$ cat config.mk
export PLATFORM = sky130hd
export DESIGN_NAME = bst_ctrl
export DESIGN_NICKNAME = d
export VERILOG_FILES = /design/src/rtl/core/bst_pkg.sv /design/src/rtl/core/bst_ctrl.sv
export SDC_FILE = /design/constraint.sdc
export NUM_CORES = 1
export LEC_CHECK = 0
export ABC_AREA = 0
export BUFFER_PORTS_ARGS = -buffer_cell sky130_fd_sc_hd__buf_2
export CAP_MARGIN = 10
export CORE_AREA = 4 4 41 43
export CTS_CLUSTER_SIZE = 24
export DETAILED_ROUTE_END_ITERATION = 7
export DIE_AREA = 0 0 45 47
export SLEW_MARGIN = 10
export SYNTH_ARGS = -nofsm -noshare
export SYNTH_HDL_FRONTEND = slang
export SYNTH_SLANG_ARGS = --single-unit
export TNS_END_PERCENT = 50
$ cat constraint.sdc
create_clock -name clk_i -period 1.31 [get_ports clk_i]
set_input_delay 0 -clock clk_i [delete_from_list [all_inputs] [get_ports clk_i]]
set_output_delay 0 -clock clk_i [all_outputs]
set_load 0.01 [all_outputs]
$ cat src/rtl/core/bst_pkg.sv
// Shared types and constants for the beacon station table.
// Used by bst_ctrl, bst_dp and beacon_station_table_core; no dependencies.
`timescale 1ns / 1ps

package bst_pkg;

  localparam int TABLE_ENTRIES_DEF = 64;

  localparam logic [16:0] FREQ_BASE   = 17'd2407;
  // (m * FREQ_RECIP) >> RECIP_SHIFT equals m / 5 for every 16-bit m
  localparam logic [15:0] FREQ_RECIP  = 16'd52429;
  localparam int          RECIP_SHIFT = 18;

  localparam logic [1:0] STATUS_ADDED   = 2'd0;
  localparam logic [1:0] STATUS_COUNTED = 2'd1;
  localparam logic [1:0] STATUS_FULL    = 2'd2;
  localparam logic [1:0] STATUS_READ    = 2'd3;

  localparam logic CMD_BEACON = 1'b0;
  localparam logic CMD_READ   = 1'b1;

  typedef struct packed {
    logic [47:0] bssid;
    logic [7:0]  signal;
    logic [14:0] channel;
    logic [31:0] beacons;
  } entry_t;

  typedef struct packed {
    logic load;
    logic scan_start;
    logic scan_step;
    logic rd_issue;
    logic emit_hit;
    logic emit_miss;
    logic emit_read;
  } dp_cmd_t;

  typedef struct packed {
    logic hit;
    logic miss;
    logic out_free;
  } dp_sts_t;

endpackage

$ cat src/rtl/core/bst_ctrl.sv
// Controller for the beacon station table: sequences accept, scan and result.
// Depends on bst_pkg; drives bst_dp through dp_cmd_t and reads dp_sts_t.
`timescale 1ns / 1ps

module bst_ctrl (
  input  logic             clk_i,
  input  logic             rst_ni,
  input  logic             in_valid_i,
  input  logic             in_cmd_i,
  output logic             in_ready_o,
  input  bst_pkg::dp_sts_t sts_i,
  output bst_pkg::dp_cmd_t cmd_o
);

  localparam logic [2:0] ST_IDLE     = 3'd0;
  localparam logic [2:0] ST_CALC     = 3'd1;
  localparam logic [2:0] ST_SCAN     = 3'd2;
  localparam logic [2:0] ST_HIT      = 3'd3;
  localparam logic [2:0] ST_MISS     = 3'd4;
  localparam logic [2:0] ST_RD_ISSUE = 3'd5;
  localparam logic [2:0] ST_RD_OUT   = 3'd6;

  logic [2:0] state_q, state_d;

  always_ff @(posedge clk_i or negedge rst_ni) begin
    if (!rst_ni) begin
      state_q <= ST_IDLE;
    end else begin
      state_q <= state_d;
    end
  end

  assign in_ready_o = (state_q == ST_IDLE);

  always_comb begin
    state_d = state_q;
    cmd_o   = '0;
    case (state_q)
      ST_IDLE: begin
        if (in_valid_i) begin
          cmd_o.load = 1'b1;
          state_d    = (in_cmd_i == bst_pkg::CMD_READ) ? ST_RD_ISSUE : ST_CALC;
        end
      end
      ST_CALC: begin
        cmd_o.scan_start = 1'b1;
        state_d          = ST_SCAN;
      end
      ST_SCAN: begin
        if (sts_i.hit) begin
          state_d = ST_HIT;
        end else if (sts_i.miss) begin
          state_d = ST_MISS;
        end else begin
          cmd_o.scan_step = 1'b1;
        end
      end
      ST_HIT: begin
        if (sts_i.out_free) begin
          cmd_o.emit_hit = 1'b1;
          state_d        = ST_IDLE;
        end
      end
      ST_MISS: begin
        if (sts_i.out_free) begin
          cmd_o.emit_miss = 1'b1;
          state_d         = ST_IDLE;
        end
      end
      ST_RD_ISSUE: begin
        cmd_o.rd_issue = 1'b1;
        state_d        = ST_RD_OUT;
      end
      ST_RD_OUT: begin
        if (sts_i.out_free) begin
          cmd_o.emit_read = 1'b1;
          state_d         = ST_IDLE;
        end
      end
      default: begin
        state_d = ST_IDLE;
      end
    endcase
  end

endmodule

==> results.toml <==
[setup_path]
cp-startpoint = "state_q[1]$_DFFE_PN0P_"
ff2ff_path_depth = 4
worstSetupStartpointType = "flip-flop"
end_kind = "output pin"
cp-endpoint = "cmd_o[6]"
rrSetupSlack_ns = 0.10
crit_type = "reg -> out"
regToRegStartpoint = "state_q[1]$_DFFE_PN0P_"
crit_fanout = 6
r2r_end = "state_q[2]$_DFFE_PN0P_"
required_ns = 1.31
cp.arrival_ns = 1.25

[synth]
syn_area_per_cell_um2 = 8.50
syn_inst = 34
synth_cell_type_count = 21
yosysTopAreaCellShare = 0.260
async_flop_share = 1.00
synthFlopType = "dfrtp_1"
synth_common_cells = "nor3b_1 (4), dfrtp_1 (3), nand2_1 (3), nor2_1 (3)"
synth_most_common_cell = "nor3b_1"
yosys-top-cells-area = "dfrtp_1 (26%), nor3b_1 (10%), buf_6 (7.8%), nor4b_2 (5.2%), and2_1 (4.3%)"
synth_fp_nets = 41
yosys_warnings = 0
synth_area_leader_cell = "dfrtp_1"
synth_seq_cells = 3
yosysSeqAreaShare = 0.260
netlist_area_um2 = 289
synth_edf_count = 0

[clock_tree]
cts_tree = "yes"
cts_buffers = 3
cts_max_level = 1
clk_latency_ns = 0.23
clkTransAtPathRegs_ns = 0.04
cts_buffer_depth = 2
cts.root.buffer_cell = "clkbuf_4"
cts_sinks = 3

[global_routing]
antenna_found_initial = 0
groute.usage.overall = 0.0829
grt_first_pass_wirelength_um = 1160
grt_max_degree = 14
grt_remaining_overflow = 0
grt_pass1_vias = 283

[timing]
relSlewSlack = 0.833
worst_pin_slew_ns = 0.251
rsz0062_at_grt = "yes"
fin_hold_ws_ns = 0.0329
setup-violations-final = 0
drv_slew = 0
period_minus_slack_ns = 1.25
min_period_over_period = 0.952
hold_violations = 0
fin_ws_ns = 0.0624
fin_tns_setup_ns = 0
fmax_ghz = 0.802
finClkSkew_ns = 0.000177

[floorplanning]
die_height_um = 47
rows = 13
core_mm2 = 0.00130
die_x_um = 45
boundaryPins = 15
dieArea_mm2 = 0.00212
initial_core_util = 0.222

[status]
outcome = "complete, no violations"

[route]
post_drt_wl_per_cell_um = 10.4
antenna_left = 0
remaining_drc_errors = 0
dr.pass1.iters = 2
drtIter0Drc = 5
wl_um = 697
num_vias = 300
viasPerCell = 4.48

[finish]
fillers = 148
layout-drive-gt1-share = 0.519
reg_top3 = "state_q: 3 flops"
fin_nets = 60
largest_reg_flops = 3
fin_area_um2 = 419
regMostFlops = "state_q"
num_antenna_cells = 0
area_delta_synth_final_pct = 45.0

[hold_path]
hold_class = "in -> reg"

[job]
drv_cap = 0

[power_and_ir_drop]
ir_drop_v = 0.000609
swShare = 0.419
intPower_w = 0.000496
total_power_w = 0.000854
clkPwrFrac = 0.191
leakage_nw = 0.191
p_per_area_mw_per_mm2 = 2040
pwr-share-seq = 0.311
pwr-share-comb = 0.498
net-switching-power_w = 0.000358

[place]
dp_slack_ns = 0.127
hpwlAfterDp_um = 524
port-buffer-count = 14
placed_area_um2 = 355
finalWeightedCongestion = 0.767
## how the worst min path moves through the flow
| stage | slack, ns | start | to | depth (start not counted) |
|---|---|---|---|---|
| 5_1_grt | 0.06 | in_valid_i | state_q[0]$_DFFE_PN0P_ | 3 |
| 3_5_place_dp | -0.20 | rst_ni | state_q[2]$_DFFE_PN0P_ | 1 |
| 6_report | 0.03 | in_valid_i | state_q[0]$_DFFE_PN0P_ | 3 |
| 4_1_cts | 0.03 | in_valid_i | state_q[0]$_DFFE_PN0P_ | 3 |
| 2_1_floorplan | -0.30 | rst_ni | state_q[0]$_DFFE_PN0P_ | 0 |
| 3_3_place_gp | -0.20 | rst_ni | state_q[1]$_DFFE_PN0P_ | 1 |
## per-stage QoR
step	util	instances
floorplan	-	34
global placement	0.273	61
detailed placement	0.273	61
CTS	0.302	66
global route	0.322	67
finish	0.322	67
## power by group through the flow
stage | combinational [W] | sequential (W) | clock (W)
3_3_place_gp | 0.000375 | 0.000246 | 0
2_1_floorplan | 0.000397 | 0.000166 | 0
5_1_grt | 0.000476 | 0.000282 | 0.000180
6_report | 0.000426 | 0.000266 | 0.000163
3_5_place_dp | 0.000378 | 0.000252 | 0
4_1_cts | 0.000382 | 0.000253 | 0.000169
## repair_timing
item | in CTS | in global routing
hold buffers | 1 | 0
endpoints found under the setup margin | 1 | 6
cloned | 0 | 0
buffers inserted | 0 | 1
endpoints found under the hold margin | 3 | 0
resized for setup | 1 | 5
## worst max-delay path, stage by stage (launching register included)
cell	delay, ns
dfrtp_2	0.43
buf_4	0.17
nor3_4	0.17
and2_1	0.13
buf_2	0.12
## cell families after synthesis
| group | Yosys count | synth area share |
|---|---|---|
| AOI/OAI and AO/OA | 8 | 0.186 |
| buffers and inverters | 3 | 0.104 |
| DFF | 3 | 0.260 |
| and+or+nand+nor | 20 | 0.450 |
## routing by layer
layer / GRT usage / wire length [µm]
met2: 0.105 / 317
met3: 0.0268 / 57
met5: 0 / 0
met4: 0.105 / 9
met1: 0.0977 / 312
## cell type report
cell class / instances / area [µm²] / area share
clock buffers: 4 / 26.3 / 0.0627
multi-input cells: 28 / 200 / 0.478
flip-flops and latches: 3 / 78.8 / 0.188
well taps: 15 / 18.8 / 0.0448
repair buffers: 17 / 95.1 / 0.227
## placed cells by master (no fill, tap or decap), types with 2 or more instances in the layout
master / synthesis / routed
buf_2: 0 / 14
nand2_1: 3 / 3
nor2_1: 3 / 3
clkbuf_4: 0 / 3
dfrtp_2: 0 / 3
nor3b_1: 4 / 2
nor3b_2: 0 / 2
and2_1: 2 / 2
nor2b_1: 2 / 2
o21ai_0: 2 / 2
buf_4: 1 / 2
Note: power is estimated with default switching activity, not from simulation.
